===== config.mk =====
export PLATFORM = sky130hd
export DESIGN_NAME = byte_run_length_encoder_top
export DESIGN_NICKNAME = d
export VERILOG_FILES = /design/src/rtl/brle_pkg.sv /design/src/rtl/brle_front.sv /design/src/rtl/brle_cmd_fifo.sv /design/src/rtl/brle_back.sv /design/src/rtl/byte_run_length_encoder_top.sv
export SDC_FILE = /design/constraint.sdc
export NUM_CORES = 1
export LEC_CHECK = 0
export ABC_AREA = 1
export ABC_CLOCK_PERIOD_IN_PS = 3350
export BUFFER_PORTS_ARGS = -buffer_cell sky130_fd_sc_hd__buf_4
export CORE_MARGIN = 2
export CORE_UTILIZATION = 40
export DETAILED_ROUTE_END_ITERATION = 7
export PLACE_DENSITY = 0.54
export SLEW_MARGIN = 25
export SYNTH_ARGS = -nofsm -noshare
export SYNTH_HDL_FRONTEND = slang
export SYNTH_SLANG_ARGS = --single-unit

===== constraint.sdc =====
create_clock -name clk -period 3.35 [get_ports clk]
set_input_delay 0.5025 -clock clk [delete_from_list [all_inputs] [get_ports clk]]
set_output_delay 0.5025 -clock clk [all_outputs]
set_load 0.01 [all_outputs]

===== src/rtl/brle_pkg.sv =====
// Shared types and constants of the byte run-length encoder.
// Depends on nothing; every module imports it.
`default_nettype none

package brle_pkg;

	localparam int MAX_RUN    = 257;
	localparam int RUN_W      = 9;
	localparam int CMD_DEPTH  = 4;
	localparam int CMD_AW     = 2;
	localparam int CMD_CNT_W  = 3;

	typedef struct packed {
		logic [7:0] data_byte;
		logic       final_byte;
	} in_item_t;

	typedef struct packed {
		logic [7:0] code_byte;
		logic       batch_end;
		logic       stream_end;
	} out_item_t;

	// One finished run, ready to be expanded into one or three bytes.
	typedef struct packed {
		logic [7:0] value;
		logic       single;
		logic [7:0] count;
		logic       batch_end;
		logic       stream_end;
	} run_cmd_t;

endpackage

`default_nettype wire


===== src/rtl/brle_front.sv =====
// Front end: accepts raw bytes, tracks the open run and emits run commands.
// Depends on brle_pkg.
`default_nettype none

module brle_front
	import brle_pkg::*;
(
	input  wire logic     clk,
	input  wire logic     arst_n,
	input  wire logic     push,
	input  wire in_item_t item,
	output logic          full,
	input  wire logic     cmd_full,
	output logic          cmd_push,
	output run_cmd_t      cmd
);

	logic [7:0]       pending_q;
	logic [RUN_W-1:0] run_len_q;
	logic             hold_valid_q;
	run_cmd_t         hold_q;

	logic             accept;
	logic             run_open;
	logic             extend;
	logic             brk;
	logic [RUN_W-1:0] next_len;
	run_cmd_t         brk_cmd;
	run_cmd_t         flush_cmd;

	function automatic run_cmd_t make_cmd(input logic [7:0] value, input logic [RUN_W-1:0] len,
		input logic batch_end, input logic stream_end);
		run_cmd_t         c;
		logic [RUN_W-1:0] diff;
		diff         = len - RUN_W'(2);
		c.value      = value;
		c.single     = (len == RUN_W'(1));
		c.count      = diff[7:0];
		c.batch_end  = batch_end;
		c.stream_end = stream_end;
		return c;
	endfunction

	always_comb begin
		full     = hold_valid_q || cmd_full;
		accept   = push && !full;
		run_open = (run_len_q != '0);
		extend   = (item.data_byte == pending_q) && (run_len_q < RUN_W'(MAX_RUN));
		brk      = run_open && !extend;
		next_len = (run_open && extend) ? run_len_q + RUN_W'(1) : RUN_W'(1);

		brk_cmd   = make_cmd(pending_q, run_len_q, !item.final_byte, 1'b0);
		flush_cmd = make_cmd(item.data_byte, next_len, 1'b1, 1'b1);

		// A final byte that also breaks a run yields two commands; the
		// second one waits in the hold register until the queue has room.
		cmd_push = (accept && (brk || item.final_byte)) || (hold_valid_q && !cmd_full);
		if (hold_valid_q) begin
			cmd = hold_q;
		end else if (brk) begin
			cmd = brk_cmd;
		end else begin
			cmd = flush_cmd;
		end
	end

	always_ff @(posedge clk or negedge arst_n) begin
		if (!arst_n) begin
			pending_q    <= '0;
			run_len_q    <= '0;
			hold_valid_q <= 1'b0;
			hold_q       <= '0;
		end else begin
			if (hold_valid_q && !cmd_full) begin
				hold_valid_q <= 1'b0;
			end
			if (accept) begin
				if (item.final_byte) begin
					pending_q <= '0;
					run_len_q <= '0;
				end else begin
					pending_q <= item.data_byte;
					run_len_q <= next_len;
				end
				hold_valid_q <= brk && item.final_byte;
				hold_q       <= flush_cmd;
			end
		end
	end

endmodule

`default_nettype wire


===== src/rtl/brle_cmd_fifo.sv =====
// Short command queue between the front end and the byte expander.
// Depends on brle_pkg.
`default_nettype none

module brle_cmd_fifo
	import brle_pkg::*;
(
	input  wire logic     clk,
	input  wire logic     arst_n,
	input  wire logic     push,
	input  wire run_cmd_t wdata,
	output logic          full,
	input  wire logic     pop,
	output run_cmd_t      rdata,
	output logic          empty
);

	run_cmd_t              mem_q [CMD_DEPTH];
	logic [CMD_AW-1:0]     wr_ptr_q;
	logic [CMD_AW-1:0]     rd_ptr_q;
	logic [CMD_CNT_W-1:0]  cnt_q;
	logic                  do_push;
	logic                  do_pop;

	always_comb begin
		full    = (cnt_q == CMD_CNT_W'(CMD_DEPTH));
		empty   = (cnt_q == '0);
		do_push = push && !full;
		do_pop  = pop && !empty;
		rdata   = mem_q[rd_ptr_q];
	end

	always_ff @(posedge clk) begin
		if (do_push) begin
			mem_q[wr_ptr_q] <= wdata;
		end
	end

	always_ff @(posedge clk or negedge arst_n) begin
		if (!arst_n) begin
			wr_ptr_q <= '0;
			rd_ptr_q <= '0;
			cnt_q    <= '0;
		end else begin
			if (do_push) begin
				wr_ptr_q <= wr_ptr_q + CMD_AW'(1);
			end
			if (do_pop) begin
				rd_ptr_q <= rd_ptr_q + CMD_AW'(1);
			end
			if (do_push && !do_pop) begin
				cnt_q <= cnt_q + CMD_CNT_W'(1);
			end else if (do_pop && !do_push) begin
				cnt_q <= cnt_q - CMD_CNT_W'(1);
			end
		end
	end

endmodule

`default_nettype wire


===== src/rtl/brle_back.sv =====
// Back end: expands run commands into encoded bytes in the output register,
// one byte per cycle while that register is free or popped. Depends on brle_pkg.
`default_nettype none

module brle_back
	import brle_pkg::*;
(
	input  wire logic     clk,
	input  wire logic     arst_n,
	input  wire logic     cmd_empty,
	input  wire run_cmd_t cmd,
	output logic          cmd_pop,
	output logic          empty,
	input  wire logic     pop,
	output out_item_t     result
);

	typedef enum logic [1:0] {
		PH_FIRST,
		PH_SECOND,
		PH_COUNT
	} phase_t;

	phase_t    phase_q;
	logic      out_valid_q;
	out_item_t result_q;
	logic      advance;
	logic      take;

	always_comb begin
		empty   = !out_valid_q;
		result  = result_q;
		advance = !out_valid_q || pop;
		take    = advance && !cmd_empty;
		cmd_pop = 1'b0;
		if (take) begin
			case (phase_q)
				PH_FIRST:  cmd_pop = cmd.single;
				PH_SECOND: cmd_pop = 1'b0;
				PH_COUNT:  cmd_pop = 1'b1;
				default:   cmd_pop = 1'b0;
			endcase
		end
	end

	always_ff @(posedge clk or negedge arst_n) begin
		if (!arst_n) begin
			phase_q     <= PH_FIRST;
			out_valid_q <= 1'b0;
			result_q    <= '0;
		end else if (advance) begin
			out_valid_q <= !cmd_empty;
			if (take) begin
				case (phase_q)
					PH_FIRST: begin
						result_q.code_byte <= cmd.value;
						if (cmd.single) begin
							result_q.batch_end  <= cmd.batch_end;
							result_q.stream_end <= cmd.stream_end;
						end else begin
							result_q.batch_end  <= 1'b0;
							result_q.stream_end <= 1'b0;
							phase_q             <= PH_SECOND;
						end
					end
					PH_SECOND: begin
						result_q.code_byte  <= cmd.value;
						result_q.batch_end  <= 1'b0;
						result_q.stream_end <= 1'b0;
						phase_q             <= PH_COUNT;
					end
					PH_COUNT: begin
						result_q.code_byte  <= cmd.count;
						result_q.batch_end  <= cmd.batch_end;
						result_q.stream_end <= cmd.stream_end;
						phase_q             <= PH_FIRST;
					end
					default: begin
						phase_q <= PH_FIRST;
					end
				endcase
			end
		end
	end

endmodule

`default_nettype wire


===== src/rtl/byte_run_length_encoder_top.sv =====
// Byte run-length encoder. Raw bytes are taken by request on the push/full
// side; a run of one byte comes out as that byte, a longer run (up to 257)
// as the byte twice and then a count byte of length minus two. The front end
// takes one byte per cycle whenever the four-entry run command queue has
// room; a final byte that also closes an earlier run holds it off until its
// second command leaves the hold register. The back end sends one encoded
// byte per cycle while results are taken, so a closed run occupies it for
// one or three bytes; that rate sets the sustained throughput, worst for
// streams of runs of two. With the queue and the back end idle, the first
// byte of a closed run is stored in the command queue and then in the output
// register. Depends on brle_pkg and the brle_* submodules.
`default_nettype none

module byte_run_length_encoder_top
	import brle_pkg::*;
(
	input  wire logic     clk,
	input  wire logic     arst_n,
	input  wire logic     push,
	output logic          full,
	input  wire in_item_t item,
	output logic          empty,
	input  wire logic     pop,
	output out_item_t     result
);

	logic     cmd_push;
	logic     cmd_full;
	logic     cmd_pop;
	logic     cmd_empty;
	run_cmd_t cmd_wr;
	run_cmd_t cmd_rd;

	brle_front u_front (
		.clk      (clk),
		.arst_n   (arst_n),
		.push     (push),
		.item     (item),
		.full     (full),
		.cmd_full (cmd_full),
		.cmd_push (cmd_push),
		.cmd      (cmd_wr)
	);

	brle_cmd_fifo u_cmd_fifo (
		.clk    (clk),
		.arst_n (arst_n),
		.push   (cmd_push),
		.wdata  (cmd_wr),
		.full   (cmd_full),
		.pop    (cmd_pop),
		.rdata  (cmd_rd),
		.empty  (cmd_empty)
	);

	brle_back u_back (
		.clk       (clk),
		.arst_n    (arst_n),
		.cmd_empty (cmd_empty),
		.cmd       (cmd_rd),
		.cmd_pop   (cmd_pop),
		.empty     (empty),
		.pop       (pop),
		.result    (result)
	);

endmodule

`default_nettype wire


Word level (Yosys, flattened, before mapping)
Memory sizes are Yosys's and may differ from the RTL's.
Index checks and enable logic that the tools add are counted.
Operators by class
  magnitude comparators: 1
  reduce and logical (&&, ||, !) cells: 32
  muxes and demuxes: 17
  equal/unequal tests: 7
  add/subtract/negate cells: 7
Operators by type and width (count)
  19-bit two-way mux: 2
  10-bit case mux with 3 select lines: 1
  9-bit by 1-bit == test with 1-bit output, second input constant: 2
  9-bit two-way mux: 2
  8-bit by 2-bit subtractor with 8-bit output, second input constant: 2
  1-bit logical AND: 12
  9-bit by 1-bit adder with 9-bit output, second input constant: 1
  9-bit less-than comparator, second input constant: 1
  9-bit nonzero test: 1
  8-bit == test: 1
  1-bit zero test: 8
  8-bit two-way mux: 1
  3-bit two-way mux: 2
  3-bit AND reduction: 2
  1-bit two-way mux: 5
  2-bit by 1-bit adder with 2-bit output, second input constant: 2
  1-bit logical OR: 4
  2-bit two-way mux: 2
  2-bit case mux with 2 select lines: 1
  2-bit nonzero test: 2
  3-bit by 1-bit adder with 3-bit output, second input constant: 1
  3-bit == test, second input constant: 1
  3-bit zero test: 1
  3-bit nonzero test: 1
  6 further kinds: 6
Storage, ports and cells
  memory bits (writable): 76
  register bits: 56
  memories: 1
  input bits: 13
  output and inout bits: 12
Memory list
  u_cmd_fifo.mem_q: depth 4, bits a word 19, rd ports 1, clocked after Yosys merged registers in 0, wr ports 1, RTL line brle_cmd_fifo.sv:18  | run_cmd_t mem_q [CMD_DEPTH];

Longest topological paths before layout
  depth in word-level cells: 12
  depth in mapped cells: 20
  depth with buffers taken out: 20

Hierarchy
From an unflattened synthesis, not the netlist that was laid out.
Unflattened totals
  cell total of the unflattened synthesis: 715
  area, all modules: 6710.2 um^2
Modules (own cells, without submodules)
  brle_cmd_fifo: area an instance 3558.4 um^2, instances 1, cells an instance 283
  brle_front: area an instance 2381.0 um^2, instances 1, cells an instance 329
  brle_back: area an instance 770.7 um^2, instances 1, cells an instance 103

Least setup slack after synthesis
No wires, ideal clock.
  path kind: register to register
  start point: register u_front.run_len_q[1]
  end point: register u_cmd_fifo.cnt_q[1]
  stages on the path, launching flop included: 18
  path slack: 0.604 ns
  required time: 3.225 ns
  buffers on the path: 0
  library setup time: 0.125 ns
  arrival time: 2.621 ns
  cells stage by stage: dfrtp_1 -> inv_1 -> ha_1 -> inv_1 -> nor3_4 -> nand2_1 -> nand2_1 -> nand3_2 -> nor2_4 -> nor2_4 -> inv_6 -> nand2_4 -> o21bai_4 -> inv_2 -> ha_1 -> inv_1 -> fa_1 -> mux2_2
Between the ends
  word-level cells in the longest chain between the ends: 11
  elaborated cells between the ends (all ways): 14
Ends and longest elaborated chain
  start, declared: RTL line brle_front.sv:19  | logic [RUN_W-1:0] run_len_q;
  start signal, assigned: RTL line brle_front.sv:83  | run_len_q <= next_len;
  9-bit less-than comparator: RTL line brle_front.sv:48  | extend = (item.data_byte == pending_q) && (run_len_q < RUN_W'(MAX_RUN));
  1-bit logical AND: RTL line brle_front.sv:48
  1-bit zero test: RTL line brle_front.sv:49  | brk = run_open && !extend;
  1-bit logical AND *: RTL line brle_front.sv:49
  1-bit logical OR *: RTL line brle_front.sv:57  | cmd_push = (accept && (brk || item.final_byte)) || (hold_valid_q && !cmd_full);
  1-bit logical AND *: RTL line brle_front.sv:57
  1-bit logical OR *: RTL line brle_front.sv:57
  1-bit logical AND *: RTL line brle_cmd_fifo.sv:28  | do_push = push && !full;
  via u_cmd_fifo.do_push: RTL line brle_cmd_fifo.sv:22  | logic do_push;
  1-bit zero test: RTL line brle_cmd_fifo.sv:53  | end else if (do_pop && !do_push) begin
  1-bit logical AND: RTL line brle_cmd_fifo.sv:53
  2-bit nonzero test (no line)
  end signal, assigned: RTL line brle_cmd_fifo.sv:52  | cnt_q <= cnt_q + CMD_CNT_W'(1);
  end signal, assigned: RTL line brle_cmd_fifo.sv:54  | cnt_q <= cnt_q - CMD_CNT_W'(1);
  end, declared: RTL line brle_cmd_fifo.sv:21  | logic [CMD_CNT_W-1:0] cnt_q;
Mark *: on every way through the listed nets, which the timed path passes. The rest lies on a longest branch.
A chain may end at the register's enable or synchronous reset.

Final worst setup path
  start point: register u_front.run_len_q[2]
  end point: register u_cmd_fifo.cnt_q[1]
Same word-level chain as after synthesis.

==> impl_metrics.json <==
{
  "place_ws_ns": 0.245,
  "synth_edf_count": 76,
  "cts_sinks": 132,
  "setup_viol": 0,
  "drv_slew": 0,
  "drt_iter0_markers": 282,
  "dp_cells": 879,
  "async_flop_share_pct": 42.4,
  "cp-end-kind": "flop",
  "cts_tree": "yes",
  "critPathKind": "reg -> reg",
  "die_area_sq_mm": 0.0169,
  "start_kind": "flop",
  "cp-endpoint": "u_cmd_fifo.cnt_q[1]$_DFFE_PN0P_",
  "first_global_vias": 4628,
  "fin_area_sq_mm": 0.00738,
  "timing.final.crit_share_pct": 91.6,
  "drc": 0,
  "reg2reg_depth": 17,
  "ys_ff_latch": 132,
  "r2r-start": "u_front.run_len_q[2]$_DFFE_PN0P_",
  "avgSynthCellArea_sq_um": 9.72,
  "cts_buffer_depth": 2,
  "final_nets": 713,
  "peakVddDrop_mv": 0.486,
  "htreeDepth": 4,
  "drive_above_1_share_pct": 13.2,
  "cp.depth": 17,
  "yosysSeqAreaShare_pct": 57.9,
  "min_path_type": "in -> async",
  "antenna_found_initial": 0,
  "path_buf_inv": 5,
  "yosysWarnings": 0,
  "wl_per_cell_microns": 16.3,
  "status": "finished, final reports clean",
  "synth_area_leaders": "edfxtp_1 (36%), dfrtp_1 (22%), nand2_1 (7.3%)",
  "antenna_cells": 0,
  "cp.required_ns": 3.65,
  "fin_ws_ns": 0.281,
  "fin_crit_ns": 3.07,
  "cp_top_family": "adder cells",
  "max_stage_delay_ns": 0.42,
  "maxCapViolCount": 0,
  "nFillCells": 1473,
  "grt_remaining_overflow": 0,
  "synth_fp_nets": 685,
  "place_congestion": 0.842,
  "regToRegSetupSlack_ns": 0.28,
  "dieWidth_microns": 130,
  "p_per_area_mw_per_mm2": 931,
  "dr.pass1.iters": 4,
  "crit_fanout": 25,
  "path_cells": "inv_1 > ha_1 > inv_1 > nor3_4 > nand2_1 > nand2_1 > nand3_2 > nor2_4 > nor2_4 > inv_6 > nand2_4 > o21bai_4 > inv_2 > ha_1 > inv_1 > fa_1 > mux2_2",
  "clockRootBuffer": "clkbuf_16",
  "io_pins": 25,
  "fin_worst_skew_ns": 0.00661,
  "fin_cells": 911,
  "via_per_inst": 5.08,
  "syn_to_final_growth_pct": 16.1,
  "cts_buffers": 17,
  "numPortBuffers": 24,
  "yosys.area.top_type": "edfxtp_1",
  "wirelength_microns": 14800,
  "synth_cell_types": 41,
  "synth_top_area_share_pct": 35.9,
  "critPathMostFrequentCell": "inv_1",
  "relSlewSlack_pct": 48.5,
  "tns_ns": 0,
  "fmax_ghz": 0.326,
  "grt_max_degree": 57,
  "r2r_end": "u_cmd_fifo.cnt_q[1]$_DFFE_PN0P_",
  "startpoint": "u_front.run_len_q[2]$_DFFE_PN0P_",
  "arrival_ns": 3.37,
  "grt_pass1_wl_microns": 24000,
  "rsz0062_at_grt": "no",
  "cp_slowest_cell": "dfrtp_1",
  "dpl-instance-area_sq_mm": 0.00677,
  "start_util_pct": 40.5,
  "utilization_pct": 47.0,
  "netlist_area_sq_mm": 0.00636,
  "power.leakage_nw": 3.10,
  "worst_slew_pin_slew_ns": 0.765,
  "fp-row-count": 46,
  "clk_latency_ns": 0.41,
  "ys.flop_type": "edfxtp_1",
  "die_y_microns": 130,
  "grtUsageTotal_pct": 19.1,
  "core-area_sq_mm": 0.0157,
  "final_hold_viol_count": 0,
  "vias": 4629,
  "antenna_left": 0,
  "synth_cells": 654,
  "clkTransAtPathRegs_ns": 0.06,
  "place_hpwl_microns": 10100
}
[flip-flops by register name, summed over array words and instances (netlist names)]
| signal | cells |
|---|---|
| u_cmd_fifo.wr_ptr_q | 2 |
| u_front.pending_q | 8 |
| u_back.phase_q | 2 |
| u_cmd_fifo.mem_q | 76 |
| u_cmd_fifo.cnt_q | 3 |
| u_back.result | 10 |
| u_front.hold_valid_q | 1 |
| u_cmd_fifo.rd_ptr_q | 2 |
| u_back.out_valid_q | 1 |
| u_front.hold_q | 18 |
| u_front.run_len_q | 9 |
[metrics by stage]
step	hold WS, ns	power (mW)
final	0.149	6.87
after floorplan	0.207	4.20
after CTS	0.183	6.93
after detailed placement	0.465	5.01
after global routing	0.217	7.36
after global placement	0.458	4.95
[placed cells by master (no fill, tap or decap), types with 2 or more instances in the layout]
cell type  synthesis  routed
buf_4              0      36
o21ai_2            3       3
xnor2_1            3       3
o21ai_0           82      82
xor2_1             8       8
dfrtp_1           56      56
clkbuf_16          0      17
nand2_4            2       2
ha_1              17      17
inv_6              1       4
nor2_4             3       3
o21ai_1            3       3
inv_2              3       4
nor2_1            59      59
nand3_1           24      24
nor2_2             5       5
clkbuf_8           0       2
edfxtp_1          76      76
nand3_2            2       2
clkinv_2           0       2
nand2_1          123     123
bufinv_16          0       3
clkinv_1           1       3
nor3_1             2       2
a32o_1             2       2
or2_2              2       2
a2bb2oi_1          8       8
nand4_1            6       6
inv_1             67      66
a21oi_1           24      24
o22ai_1           34      34
[where the power goes]
group          leakage (nW)  internal, mW  switching, mW  total [mW]
clock network         0.296          1.21          0.687        1.90
logic                  1.45         0.809           1.59        2.40
registers              1.35          2.36          0.205        2.57
[cell type report]
| type | count | area, sq um | area share (%) |
|---|---|---|---|
| clock buffers | 20 | 457 | 6.19 |
| multi-input cells | 423 | 2270 | 30.8 |
| flip-flops and latches | 132 | 3680 | 49.9 |
| inverters | 72 | 275 | 3.73 |
| repair buffers | 36 | 270 | 3.66 |
| clock inverters | 12 | 150 | 2.03 |
| well taps | 216 | 270 | 3.66 |
[layer usage]
metal | GRT usage, % | share of wire (%) | up-vias
li1 | - | - | 2288
met1 | 24.2 | 46 | 2225
met2 | 32.5 | 49 | 97
met3 | 4.26 | 3.7 | 19
met4 | 6.33 | 1.4 | 0
met5 | 0 | 0 | -
[worst reg2reg max path, stage by stage (launching register included)]
cell,delay (ns)
dfrtp_1,0.42
inv_1,0.14
ha_1,0.20
inv_1,0.07
nor3_4,0.17
nand2_1,0.07
nand2_1,0.08
nand3_2,0.08
nor2_4,0.15
nor2_4,0.08
inv_6,0.17
nand2_4,0.08
o21bai_4,0.19
inv_2,0.08
ha_1,0.18
inv_1,0.10
fa_1,0.42
mux2_2,0.27
[worst min-delay path by stage]
stage | startpoint | slack, ns | endpoint | cells past startpoint
2_1_floorplan | arst_n | 0.21 | u_back.out_valid_q$_DFFE_PN0P_ | 0
3_3_place_gp | u_front.hold_q[1]$_DFFE_PN0P_ | 0.46 | u_front.hold_q[1]$_DFFE_PN0P_ | 1
3_5_place_dp | u_front.hold_q[1]$_DFFE_PN0P_ | 0.47 | u_front.hold_q[1]$_DFFE_PN0P_ | 1
4_1_cts | arst_n | 0.18 | u_back.result[0]$_DFFE_PN0P_ | 1
5_1_grt | arst_n | 0.22 | u_cmd_fifo.rd_ptr_q[0]$_DFFE_PN0P_ | 1
6_report | arst_n | 0.15 | u_cmd_fifo.rd_ptr_q[0]$_DFFE_PN0P_ | 1
[synth_stat cells, drive strengths merged, types with 2 or more instances]
| cell type | count |
|---|---|
| a21oi | 24 |
| a2bb2oi | 8 |
| a32o | 2 |
| buf | 6 |
| clkbuf | 21 |
| dfrtp | 56 |
| edfxtp | 76 |
| ha | 17 |
| inv | 71 |
| nand2 | 126 |
| nand3 | 26 |
| nand4 | 6 |
| nor2 | 67 |
| nor3 | 3 |
| o21ai | 88 |
| o22ai | 34 |
| or2 | 2 |
| xnor2 | 3 |
| xor2 | 8 |
[repair_timing]
item,in CTS,in global routing
resized for setup,0,1
hold buffers,0,0
endpoints found under the setup margin,0,1
buffers inserted,0,0
[logic make-up after synthesis]
family / synth area share, %
DFF: 57.9
and+or+nand+nor: 16.0
buffers and inverters: 6.32
xor gates and xnor gates: 1.52
muxes: 0.177
AOI/OAI and AO/OA: 14.4
adders and majority gates: 3.66
Power figures use the tool's default switching activity.
